===== config.mk =====
export PLATFORM = sky130hd
export DESIGN_NAME = sci_cell
export DESIGN_NICKNAME = d
export VERILOG_FILES = /design/src/hw/rtl/sci_pkg.sv /design/src/hw/rtl/sci_cell.sv
export SDC_FILE = /design/constraint.sdc
export NUM_CORES = 2
export LEC_CHECK = 0
export BUFFER_PORTS_ARGS = -buffer_cell sky130_fd_sc_hd__buf_2
export CAP_MARGIN = 0
export CORE_UTILIZATION = 50
export DETAILED_ROUTE_END_ITERATION = 6
export GPL_ROUTABILITY_DRIVEN = 0
export PLACE_DENSITY = 0.85
export SLEW_MARGIN = 20
export SYNTH_ARGS = -nofsm -noshare
export SYNTH_HDL_FRONTEND = slang
export SYNTH_SLANG_ARGS = --single-unit
export TNS_END_PERCENT = 100

===== constraint.sdc =====
create_clock -name clk -period 9.2 [get_ports clk]
set_input_delay 0.92 -clock clk [delete_from_list [all_inputs] [get_ports clk]]
set_output_delay 0.92 -clock clk [all_outputs]
set_load 0.02 [all_outputs]

===== src/hw/rtl/sci_pkg.sv =====
// ----------------------------------------------------------------------------
// sci_pkg
// Shared types and constants of the scaled colormap interpolator.
// ----------------------------------------------------------------------------
package sci_pkg;

  localparam int PW  = 16;
  localparam int CHW = 8;
  localparam int NCH = 4;
  localparam int VW  = 32;
  localparam int XW  = 34;
  localparam int DW  = 33;
  localparam int SW  = 51;
  localparam int DDW = PW + DW;

  localparam logic [1:0] MODE_LINEAR = 2'd0;
  localparam logic [1:0] MODE_LOG    = 2'd1;
  localparam logic [1:0] MODE_HYBRID = 2'd2;

  localparam logic REQ_LOAD = 1'b0;
  localparam logic REQ_MAP  = 1'b1;

  localparam logic [1:0] CFG_SCALE_MODE  = 2'd0;
  localparam logic [1:0] CFG_RANGE_LOW   = 2'd1;
  localparam logic [1:0] CFG_RANGE_HIGH  = 2'd2;
  localparam logic [1:0] CFG_POINT_COUNT = 2'd3;

  localparam logic [30:0] LOG10_2_Q32 = 31'd1292913987;

  typedef logic [NCH-1:0][CHW-1:0] color_t;

  typedef struct packed {
    logic [PW-1:0] pos;
    color_t        col;
  } point_t;

  typedef struct packed {
    logic   valid;
    logic   hit;
    logic   hit_first;
    point_t prev;
    point_t a;
    point_t b;
    color_t first;
    color_t last;
  } wave_t;

endpackage


===== src/hw/rtl/sci_cell.sv =====
// ----------------------------------------------------------------------------
// sci_cell
// One control point slot with its stage of the bracketing search chain.
// ----------------------------------------------------------------------------
module sci_cell import sci_pkg::*; #(
  parameter int IDX = 0,
  parameter int CW  = 5
) (
  input  logic                 clk,
  input  logic                 rst_n,
  input  logic                 wr_en,
  input  point_t               wr_point,
  input  logic [DW-1:0]        den,
  input  logic signed [SW-1:0] scaled,
  input  logic [CW-1:0]        cnt,
  input  wave_t                wave_in,
  output wave_t                wave_out
);

  localparam logic [CW-1:0] ME = CW'(IDX);

  point_t        pt_r;
  wave_t         wave_r;
  wave_t         wave_nxt;
  logic [DDW-1:0] prod;
  logic          above;

  always_comb begin
    prod     = DDW'(pt_r.pos) * DDW'(den);
    above    = !($signed({2'b00, prod}) < scaled);
    wave_nxt = wave_in;
    wave_nxt.prev = pt_r;
    if (IDX == 0) begin
      wave_nxt.first = pt_r.col;
    end
    if (ME == cnt - 1'b1) begin
      wave_nxt.last = pt_r.col;
    end
    if (!wave_in.hit && (ME < cnt) && above) begin
      wave_nxt.hit       = 1'b1;
      wave_nxt.hit_first = 1'(IDX == 0);
      wave_nxt.a         = wave_in.prev;
      wave_nxt.b         = pt_r;
    end
  end

  always_ff @(posedge clk) begin
    if (wr_en) begin
      pt_r <= wr_point;
    end
  end

  always_ff @(posedge clk) begin
    if (!rst_n) begin
      wave_r <= '0;
    end else begin
      wave_r <= wave_nxt;
    end
  end

  assign wave_out = wave_r;

endmodule


==> reports/results.md <==
| Result | Reported | Unit |
| --- | --- | --- |
| Status | finished with violations | - |
| Violated checks | design-rule violations | - |
| Placed cell areas | 30900 | um^2 |
| Worst slew margin | 0.358 | - |
| Post-DR wirelength/cell | 21.2 | um |
| Crit-path slowest cell | sky130_fd_sc_hd__fa_1 | - |
| Crit path kind | flip-flop to flip-flop | - |
| Total of flip-flops plus latches after synthesis | 227 | - |
| Initial standard-cell utilization of the core | 0.506 | - |
| Post-route ant nets | 0 | - |
| Congestion Overflow GR | 0 | - |
| Clock latency reported for the late side of the worst-skew pair | 570 | ps |
| Register-to-Register Path Depth | 38 | - |
| TritonCTS clock tree | done | - |
| Initial antenna violation count | 23 | - |
| Maximum clock frequency | 0.114 | GHz |
| Critical Path Fanout Max | 22 | - |
| Global Route Usage Sum | 0.344 | - |
| Cell taking the most area after synthesis | sky130_fd_sc_hd__fa_1 | - |
| Residual DRC | 1 | - |
| Number of placed instances, taps included | 4234 | - |
| Worst setup slack before clock tree synthesis | -656 | ps |
| Crit end category | flip-flop | - |
| Clock-pin slew on the worst setup and hold paths | 60 | ps |
| Final setup violation count | 0 | - |
| Count of non-filler cells in the finished layout | 4298 | - |
| Number of global-route vias before repair | 22.9k | - |
| Deepest clock path buffer count | 3 | - |
| Yosys Warn Count | 0 | - |
| Syn Area/Cell | 8.86 | um^2 |
| Total number of vias | 22.9k | - |
| Level count of the clock H-tree | 1 | - |
| First-pass GRT wire length | 135000 | um |
| Vias per cell | 5.33 | - |
| Core footprint | 51300 | um^2 |
| Num ports | 562 | - |
| Detailed placement HPWL | 77200 | um |
| Worst Max-Slew Pin Slew | 954 | ps |
| Tcrit/Tclk final | 0.955 | - |
| Synth Instances | 2930 | - |
| Final hold viol count | 0 | - |
| Area growth from synthesis to final layout | 23.3 | % |
| Max_cap viols | 0 | - |
| Final design utilization | 0.624 | - |
| Worst path top cell family by delay | adder cells | - |
| Synthesized netlist net count | 3882 | - |
| Origin of the critical flop-to-flop path | pt_r[34]$_DFFE_PP_ | - |
| Worst hold path type | flip-flop to flip-flop | - |
| Worst clock skew on the final layout | 34.7 | ps |
| Most numerous cell in the Yosys netlist | sky130_fd_sc_hd__nand2_1 | - |
| Total of buffers placed on input and output ports | 529 | - |
| Post-synthesis sequential area ratio | 0.194 | - |
| Row count | 83 | - |
| PnR worst setup slack | 412 | ps |
| Most frequent cells after synthesis | 660 x sky130_fd_sc_hd__nand2_1, 605 x sky130_fd_sc_hd__inv_1, 432 x sky130_fd_sc_hd__fa_1 | - |
| Worst EP required | 9680 | ps |
| Number of nets at the end of the flow | 4538 | - |
| Die boundary height | 230 | um |
| Unrepaired setup endpoints after global routing | no | - |
| Hold buffer count at cts | 0 | - |
| Width of the die | 230 | um |
| Prevailing post-synth register cell | sky130_fd_sc_hd__dfxtp_1 | - |
| Fraction of final layout cells with drive strength greater than 1 | 0.240 | - |
| Sink of the worst hold path | wave_out[63]$_SDFF_PN0_ | - |
| Portion of synthesized cell area occupied by the leading cell type | 0.333 | - |
| Buffer type at the clock tree root | sky130_fd_sc_hd__clkbuf_16 | - |
| Critical path buffers and inverters | 13 | - |
| Die area | 52800 | um^2 |
| Maximum number of pins on one net before global-route repair | 104 | - |
| Cell types with the largest area share after synthesis | sky130_fd_sc_hd__fa_1 33%, sky130_fd_sc_hd__dfxtp_1 14%, sky130_fd_sc_hd__nand2_1 9.5% | - |
| Summed area of non-filler cells in the final layout | 32000 | um^2 |
| EDFF count, synth | 48 | - |
| Distinct cells, synth | 53 | - |
| First-pass iteration count of the detailed router | 7 | - |
| Total of fill cells in the finished design | 4098 | - |
| Worst reg2reg endpoint | wave_out[64]$_SDFF_PN0_ | - |
| Launch point of the worst hold path | pt_r[31]$_DFFE_PP_ | - |
| TritonCTS Sinks | 227 | - |
| Worst R2R Setup Slack | 410 | ps |
| Count of cells along the worst hold path | 2 | - |
| Crit start category | flip-flop | - |
| Drt first-iter violations | 1853 | - |
| Async set or reset register ratio after synthesis | 0 | - |
| Dominant cell type by count on the critical path | sky130_fd_sc_hd__buf_4 | - |
| Count of pins over their slew limit | 0 | - |
| Post-Route WL | 91200 | um |
| Combined area of all synthesized cells | 25900 | um^2 |
| Worst stage delay on the critical path | 530 | ps |
| Total clock buffers created by CTS | 26 | - |
| Critical path arrival | 9270 | ps |
| Minimum period implied by the final worst setup slack | 8790 | ps |
[registers in the layout (all words and copies together) (netlist names)]
name	cells
wave_out	179
pt_r	48
[metal layers]
layer	part of all wire	wire length (um)	track usage
met5	0.00067	61	0
met4	0.074	6790	0.227
met3	0.11	9890	0.0903
met2	0.45	40800	0.525
met1	0.37	33700	0.431
[worst max path at each step]
stage | start | to | cells after the start
after global placement | den[8] | wave_out[102]$_SDFF_PN0_ | 35
after global routing | pt_r[33]$_DFFE_PP_ | wave_out[64]$_SDFF_PN0_ | 38
after floorplan | den[13] | wave_out[208]$_SDFF_PN0_ | 33
after CTS | pt_r[34]$_DFFE_PP_ | wave_out[64]$_SDFF_PN0_ | 36
after detailed placement | den[8] | wave_out[103]$_SDFF_PN0_ | 35
final | pt_r[34]$_DFFE_PP_ | wave_out[64]$_SDFF_PN0_ | 38
[layout make-up]
class | count | area (um^2) | share of cell area
timing repair buffer | 806 | 4990 | 0.156
clock inverter | 16 | 229 | 0.00716
clock buffer | 31 | 719 | 0.0225
multi-input combinational | 1920 | 17900 | 0.559
tap | 680 | 851 | 0.0266
antenna | 13 | 32.5 | 0.00102
inverter | 605 | 2270 | 0.0710
sequential | 227 | 5020 | 0.157
[kinds of logic (layout without fill, tap and decap cells)]
logic type,after synthesis,count (layout),synth area share
other,0,13,0
DFF,227,227,0.194
xor gates and xnor gates,41,41,0.0138
buffers and inverters,783,1458,0.119
and+or+nand+nor,950,950,0.161
adders and majority gates,601,601,0.415
muxes,98,98,0.0379
AOI/OAI and AO/OA,230,230,0.0598
[cell usage in the layout, fill, tap and decap left out, drive strengths merged, types with 17 or more instances in the layout]
master	count
fa	432
nand4	17
a21o	44
dfxtp	179
a21boi	36
buf	806
nand2	660
nand3	18
mux2i	96
a21oi	65
nor2	37
o21ai	22
xnor2	26
ha	169
clkbuf	31
edfxtp	48
and2	170
inv	609
[worst register-to-register path: cells and delay by family (launching register included)]
kind | cells | cell delay (ps)
flops | 1 | 330
simple gates | 4 | 320
mux | 1 | 200
fa+ha+maj | 8 | 3640
compound gates | 12 | 2430
buf+inv | 13 | 1790
[per-stage QoR]
stage | hold WS (ps) | setup TNS [ps]
3_3_place_gp | 462 | -46670
3_5_place_dp | 469 | -54770
2_1_floorplan | 447 | 0
4_1_cts | 485 | 0
5_1_grt | 509 | 0
6_report | 489 | 0
[timing repair]
item	4_1_cts	5_1_grt
endpoints found under the hold margin	0	0
pin swaps	0	1
endpoints found under the setup margin	94	98
setup buffers	0	4
resized for setup	1	8
gates cloned	0	0
Power is not shown: default switching activity piles up to over one toggle a cycle in this logic, so the estimate is an artifact.
