`src/hw/rtl/sci_pkg.sv`:
```
// ----------------------------------------------------------------------------
// sci_pkg
// Shared types and constants of the scaled colormap interpolator.
// ----------------------------------------------------------------------------
package sci_pkg;

  localparam int PW  = 16;
  localparam int CHW = 8;
  localparam int NCH = 4;
  localparam int VW  = 32;
  localparam int XW  = 34;
  localparam int DW  = 33;
  localparam int SW  = 51;
  localparam int DDW = PW + DW;

  localparam logic [1:0] MODE_LINEAR = 2'd0;
  localparam logic [1:0] MODE_LOG    = 2'd1;
  localparam logic [1:0] MODE_HYBRID = 2'd2;

  localparam logic REQ_LOAD = 1'b0;
  localparam logic REQ_MAP  = 1'b1;

  localparam logic [1:0] CFG_SCALE_MODE  = 2'd0;
  localparam logic [1:0] CFG_RANGE_LOW   = 2'd1;
  localparam logic [1:0] CFG_RANGE_HIGH  = 2'd2;
  localparam logic [1:0] CFG_POINT_COUNT = 2'd3;

  localparam logic [30:0] LOG10_2_Q32 = 31'd1292913987;

  typedef logic [NCH-1:0][CHW-1:0] color_t;

  typedef struct packed {
    logic [PW-1:0] pos;
    color_t        col;
  } point_t;

  typedef struct packed {
    logic   valid;
    logic   hit;
    logic   hit_first;
    point_t prev;
    point_t a;
    point_t b;
    color_t first;
    color_t last;
  } wave_t;

endpackage

```
`src/hw/rtl/sci_xform.sv`:
```
// ----------------------------------------------------------------------------
// sci_xform
// Scale transform of one value: linear, log10 or hybrid symmetric log.
// ----------------------------------------------------------------------------
module sci_xform import sci_pkg::*; #(
  parameter int FRAC_BITS = 16
) (
  input  logic                 clk,
  input  logic                 rst_n,
  input  logic                 start,
  input  logic [1:0]           mode,
  input  logic signed [VW-1:0] v,
  output logic                 done,
  output logic signed [XW-1:0] x
);

  localparam int LW  = 8 + FRAC_BITS;
  localparam int PRW = LW + 31;
  localparam int ITW = $clog2(FRAC_BITS + 1);
  localparam logic signed [VW-1:0] FX_ONE = VW'(64'd1 << FRAC_BITS);
  localparam logic signed [XW-1:0] LOG_FLOOR = XW'(-(64'sd64 <<< FRAC_BITS));
  localparam logic signed [7:0] EXP_BIAS = 8'(31 - FRAC_BITS);

  typedef enum logic [2:0] {XF_IDLE, XF_NORM, XF_SQ, XF_L2, XF_MUL, XF_FIN} xf_state_t;

  xf_state_t               state_r;
  logic                    done_r;
  logic signed [XW-1:0]    x_r;
  logic [VW-1:0]           w_r;
  logic [4:0]              s_r;
  logic [30:0]             m_r;
  logic [ITW-1:0]          it_r;
  logic [FRAC_BITS-1:0]    frac_r;
  logic                    neg_r;
  logic                    hyb_r;
  logic [LW-1:0]           mag_r;
  logic                    lneg_r;
  logic [LW-2:0]           r_r;

  logic [VW:0]             nv;
  logic [61:0]             sq;
  logic [31:0]             t;
  logic signed [7:0]       e;
  logic signed [LW-1:0]    l2;
  logic [PRW-1:0]          prod;
  logic signed [XW-1:0]    l10;
  logic signed [XW-1:0]    sum;

  always_comb begin
    nv   = -{v[VW-1], v};
    sq   = 62'(m_r) * 62'(m_r);
    t    = sq[61:30];
    e    = EXP_BIAS - $signed({3'b000, s_r});
    l2   = $signed({e, frac_r});
    prod = PRW'(mag_r) * PRW'(LOG10_2_Q32) + PRW'(64'h8000_0000);
    l10  = XW'(r_r);
    if (lneg_r) begin
      l10 = -l10;
    end
    sum = hyb_r ? l10 + XW'(FX_ONE) : l10;
  end

  always_ff @(posedge clk) begin
    if (!rst_n) begin
      state_r <= XF_IDLE;
      done_r  <= 1'b0;
    end else begin
      done_r <= 1'b0;
      case (state_r)
        XF_IDLE: begin
          if (start) begin
            s_r   <= '0;
            neg_r <= 1'b0;
            hyb_r <= 1'b0;
            w_r   <= v;
            case (mode)
              MODE_LOG: begin
                if (v <= 0) begin
                  x_r    <= LOG_FLOOR;
                  done_r <= 1'b1;
                end else begin
                  state_r <= XF_NORM;
                end
              end
              MODE_HYBRID: begin
                if (v > FX_ONE) begin
                  hyb_r   <= 1'b1;
                  state_r <= XF_NORM;
                end else if (v < -FX_ONE) begin
                  hyb_r   <= 1'b1;
                  neg_r   <= 1'b1;
                  w_r     <= nv[VW-1:0];
                  state_r <= XF_NORM;
                end else begin
                  x_r    <= {{(XW-VW){v[VW-1]}}, v};
                  done_r <= 1'b1;
                end
              end
              default: begin
                x_r    <= {{(XW-VW){v[VW-1]}}, v};
                done_r <= 1'b1;
              end
            endcase
          end
        end
        XF_NORM: begin
          if (w_r[31:24] == 8'd0) begin
            w_r <= {w_r[23:0], 8'd0};
            s_r <= s_r + 5'd8;
          end else if (!w_r[31]) begin
            w_r <= {w_r[30:0], 1'b0};
            s_r <= s_r + 5'd1;
          end else begin
            m_r     <= w_r[31:1];
            it_r    <= '0;
            frac_r  <= '0;
            state_r <= XF_SQ;
          end
        end
        XF_SQ: begin
          if (t[31]) begin
            m_r    <= t[31:1];
            frac_r <= {frac_r[FRAC_BITS-2:0], 1'b1};
          end else begin
            m_r    <= t[30:0];
            frac_r <= {frac_r[FRAC_BITS-2:0], 1'b0};
          end
          it_r <= it_r + 1'b1;
          if (it_r == ITW'(FRAC_BITS - 1)) begin
            state_r <= XF_L2;
          end
        end
        XF_L2: begin
          lneg_r  <= l2[LW-1];
          mag_r   <= l2[LW-1] ? LW'(-l2) : LW'(l2);
          state_r <= XF_MUL;
        end
        XF_MUL: begin
          r_r     <= prod[PRW-1:32];
          state_r <= XF_FIN;
        end
        XF_FIN: begin
          x_r     <= neg_r ? -sum : sum;
          done_r  <= 1'b1;
          state_r <= XF_IDLE;
        end
        default: begin
          state_r <= XF_IDLE;
        end
      endcase
    end
  end

  assign done = done_r;
  assign x    = x_r;

endmodule

```
`config.mk`:
```
export PLATFORM = sky130hd
export DESIGN_NAME = sci_xform
export DESIGN_NICKNAME = d
export VERILOG_FILES = /design/src/hw/rtl/sci_pkg.sv /design/src/hw/rtl/sci_xform.sv
export SDC_FILE = /design/constraint.sdc
export NUM_CORES = 2
export LEC_CHECK = 0
export BUFFER_PORTS_ARGS = -buffer_cell sky130_fd_sc_hd__buf_2
export CORE_ASPECT_RATIO = 1.4
export CORE_MARGIN = 4
export CORE_UTILIZATION = 40
export CTS_CLUSTER_DIAMETER = 80
export CTS_CLUSTER_SIZE = 25
export DETAILED_ROUTE_END_ITERATION = 10
export GPL_ROUTABILITY_DRIVEN = 0
export PLACE_DENSITY = 0.63
export SYNTH_ARGS = -nofsm -noshare
export SYNTH_HDL_FRONTEND = slang
export SYNTH_SLANG_ARGS = --single-unit
export TNS_END_PERCENT = 100
```
`constraint.sdc`:
```
create_clock -name clk -period 10.8 [get_ports clk]
set_input_delay 1.62 -clock clk [delete_from_list [all_inputs] [get_ports clk]]
set_output_delay 1.62 -clock clk [all_outputs]
set_load 0.02 [all_outputs]
```
==> flow_summary_export.csv <==
group,metric,value,unit
run_status,outcome,"finished clean",
cts,clock_path_buffers,2,
worst_setup_path,worstPathMaxFanout,21,
route,num_vias,31800,
synth,ys_types,92,
floorplanning,die_y,409,µm
global_routing,grt_pass1_vias,36100,
timing,layout_min_cycle_time,9.79,ns
timing,rsz0062_at_grt,"no",
synth,syn-num-nets,6220,
route,wl,120,mm
worst_setup_path,crit_path_start_kind,"flop",
global_routing,gr-usage-met2,0.394,
flow_run,maxCapViolations,0,
worst_setup_path,crit_required,10.99,ns
global_routing,grt_pass1_wl,196,mm
synth,ys_seq_area_frac,0.115,
floorplanning,rows,146,
floorplanning,die_w,294,µm
placement,io_buffers,71,
synth,ys_async_sr_fraction,0,
placement,place_area,47900,µm²
global_routing,met3_usage,0.0211,
timing,setup_viol,0,
floorplanning,dieArea,120000,µm²
cts,cts_buffers,17,
cts,cts_tree,"done",
timing,skew,0.0152,ns
finish,final_area,48500,µm²
cts,cts.sinks,177,
synth,synth_edf_count,173,
global_routing,grt_overflow,0,
worst_setup_path,endpoint_kind,"flop",
worst_setup_path,cp_common_cell,"fa_1",
cts,insertion_delay,0.46,ns
synth,ys_seq_elements,177,
cts,cts.repair.resized,0,
route,drt_iter0_drc,1621,
cts,root_buffer,"clkbuf_16",
finish,area_growth,5.85,%
global_routing,met1_usage,0.235,
worst_setup_path,critPathBufInv,5,
worst_setup_path,arrival,9.98,ns
floorplanning,core,113000,µm²
finish,finish.utilization,0.428,
timing,fmax,102,MHz
timing,tightestPinTransition,1.23,ns
route,drt_first_pass_iters,5,
route,drc,0,
route,vias_per_cell,5.15,
timing,whs,0.608,ns
timing,maxSlewHeadroom,0.182,
floorplanning,floorplan.initialDensity,0.404,
global_routing,grt_max_degree,55,
route,wl_per_cell,19.5,µm
synth,ys_warn_count,0,
route,antenna_left,0,
global_routing,antenna_found_initial,1,
timing,finalCritPeriodShare,0.906,
worst_setup_path,crit_path_max_incr_delay,1.11,ns
worst_setup_path,path_delay_family,"adder cells",
timing,finalSetupTns,0,ns
floorplanning,pin_count,72,
worst_setup_path,r2r_setup_slack,1.01,ns
finish,layout.cells.most_common,"inv_1",
cts,h-tree-depth,4,
worst_setup_path,worst-setup-path-type,"flop to flop",
finish,nets,6205,
cts,path_clk_slew,0.08,ns
cts,cts_hold_buf,0,
worst_setup_path,slowest_stage,"edfxtp_1",
synth,synthesis.area,45800,µm²
placement,hpwl,103,mm
finish,diodes,0,
worst_hold_path,min_path_type,"flop to flop",
synth,synth_ff_type,"edfxtp_1",
finish,drive_gt1_frac,0.0486,
finish,mostFrequentLayoutCells,"inv_1 (1182), fa_1 (922), ha_1 (568)",
synth,synth.avg_cell_area,9.77,µm²
cts,cts_setup_buffers,0,
synth,synth_cells,4693,
global_routing,busiest_layer,"met2",
global_routing,grtUsageTotal,0.208,
timing,final-max-slew-violation-count,0,
timing,finalHoldViolCount,0,
-- worst register-to-register path, cell delays in order, from the launching register on --
cell and delay [ns]:
edfxtp_1 1.11, buf_4 0.33, inv_1 0.15, nor2_1 0.19, fa_1 0.51, ha_1 0.32, a21oi_1 0.23, fa_1 0.48
fa_1 0.51, inv_1 0.06, fa_1 0.45, fa_1 0.49, fa_1 0.52, inv_1 0.05, fa_1 0.47, inv_1 0.07
ha_1 0.38, a21o_1 0.21, a21o_1 0.20, a211o_1 0.29, a31oi_1 0.24, a31oi_1 0.22, o211ai_1 0.34, a31oi_1 0.23
xnor2_2 0.67, nand2_1 0.29, o21ai_0 0.48
-- final cells by class --
cell class / count / area [µm²]
multi-input cells: 3171 / 35500
clock inverters: 15 / 209
flip-flops and latches: 177 / 5280
clock buffers: 17 / 425
inverters: 1184 / 4440
repair buffers: 127 / 776
well taps: 1480 / 1850
fillers: 10900 / 64900
-- metal layers --
metal  share of wire  vias to the layer above  wire [µm]
li1                -                    14500          -
met1            0.36                    16100      43600
met2            0.54                      908      65400
met3           0.044                      278       5330
met4           0.050                        0       5960
met5               0                        -          0
-- worst paths after layout --
check | from | end | cells after the start
setup reg to reg | m_r[17] | m_r[7] | 26
hold / removal | it_r[0] | it_r[0] | 1
hold reg to reg | it_r[0] | it_r[0] | 1
setup / recovery | m_r[17] | m_r[7] | 26
-- metrics by stage --
stage,setup slack [ns],instances
after floorplan,2.79,4693
after detailed placement,1.23,6139
after global placement,1.30,6139
final,1.01,6171
after CTS,1.20,6171
after global routing,0.660,6171
-- sequential cells by signal (all words and copies together) (netlist names) --
| name | flops |
|---|---|
| m_r | 31 |
| x | 34 |
| frac_r | 16 |
| w_r | 32 |
| r_r | 23 |
| hyb_r | 1 |
| mag_r | 24 |
| done | 1 |
| s_r | 5 |
| state_r | 3 |
| it_r | 5 |
| lneg_r | 1 |
| neg_r | 1 |
-- cell usage after synthesis (12+ instances only) --
cell | n | area (µm²)
a31oi_1 | 15 | 93.8
nand4_1 | 23 | 144
ha_1 | 568 | 7110
mux2i_1 | 12 | 120
a32oi_1 | 18 | 158
nor3_1 | 29 | 145
o211ai_1 | 16 | 120
nand2_1 | 378 | 1420
a21o_1 | 44 | 330
a21oi_1 | 104 | 521
nand3_1 | 70 | 350
inv_1 | 1182 | 4440
nor2b_1 | 25 | 156
a211oi_1 | 12 | 90.1
and3_1 | 20 | 125
o21ai_0 | 126 | 631
xnor2_1 | 102 | 893
or2_2 | 16 | 100
xor2_1 | 78 | 683
fa_1 | 922 | 18500
o31ai_1 | 18 | 135
nor2_1 | 163 | 612
or3_1 | 12 | 75.1
edfxtp_1 | 173 | 5190
nand2b_1 | 18 | 113
clkbuf_1 | 145 | 544
and2_1 | 208 | 1300
-- cell families after synthesis --
group,count (synthesis),share of synthesized area
AND/OR/NAND/NOR,1014,0.109
XOR/XNOR,182,0.0351
AO/OA/AOI/OAI,469,0.0687
multiplexers,15,0.00360
other,1,0.0000818
buffers and inverters,1345,0.111
adder cells (fa/ha/maj),1490,0.558
flip-flops,177,0.115
Power is left out: the tool's default activity adds up to more than one toggle a clock period on the data nets, which glitch-free logic cannot reach.
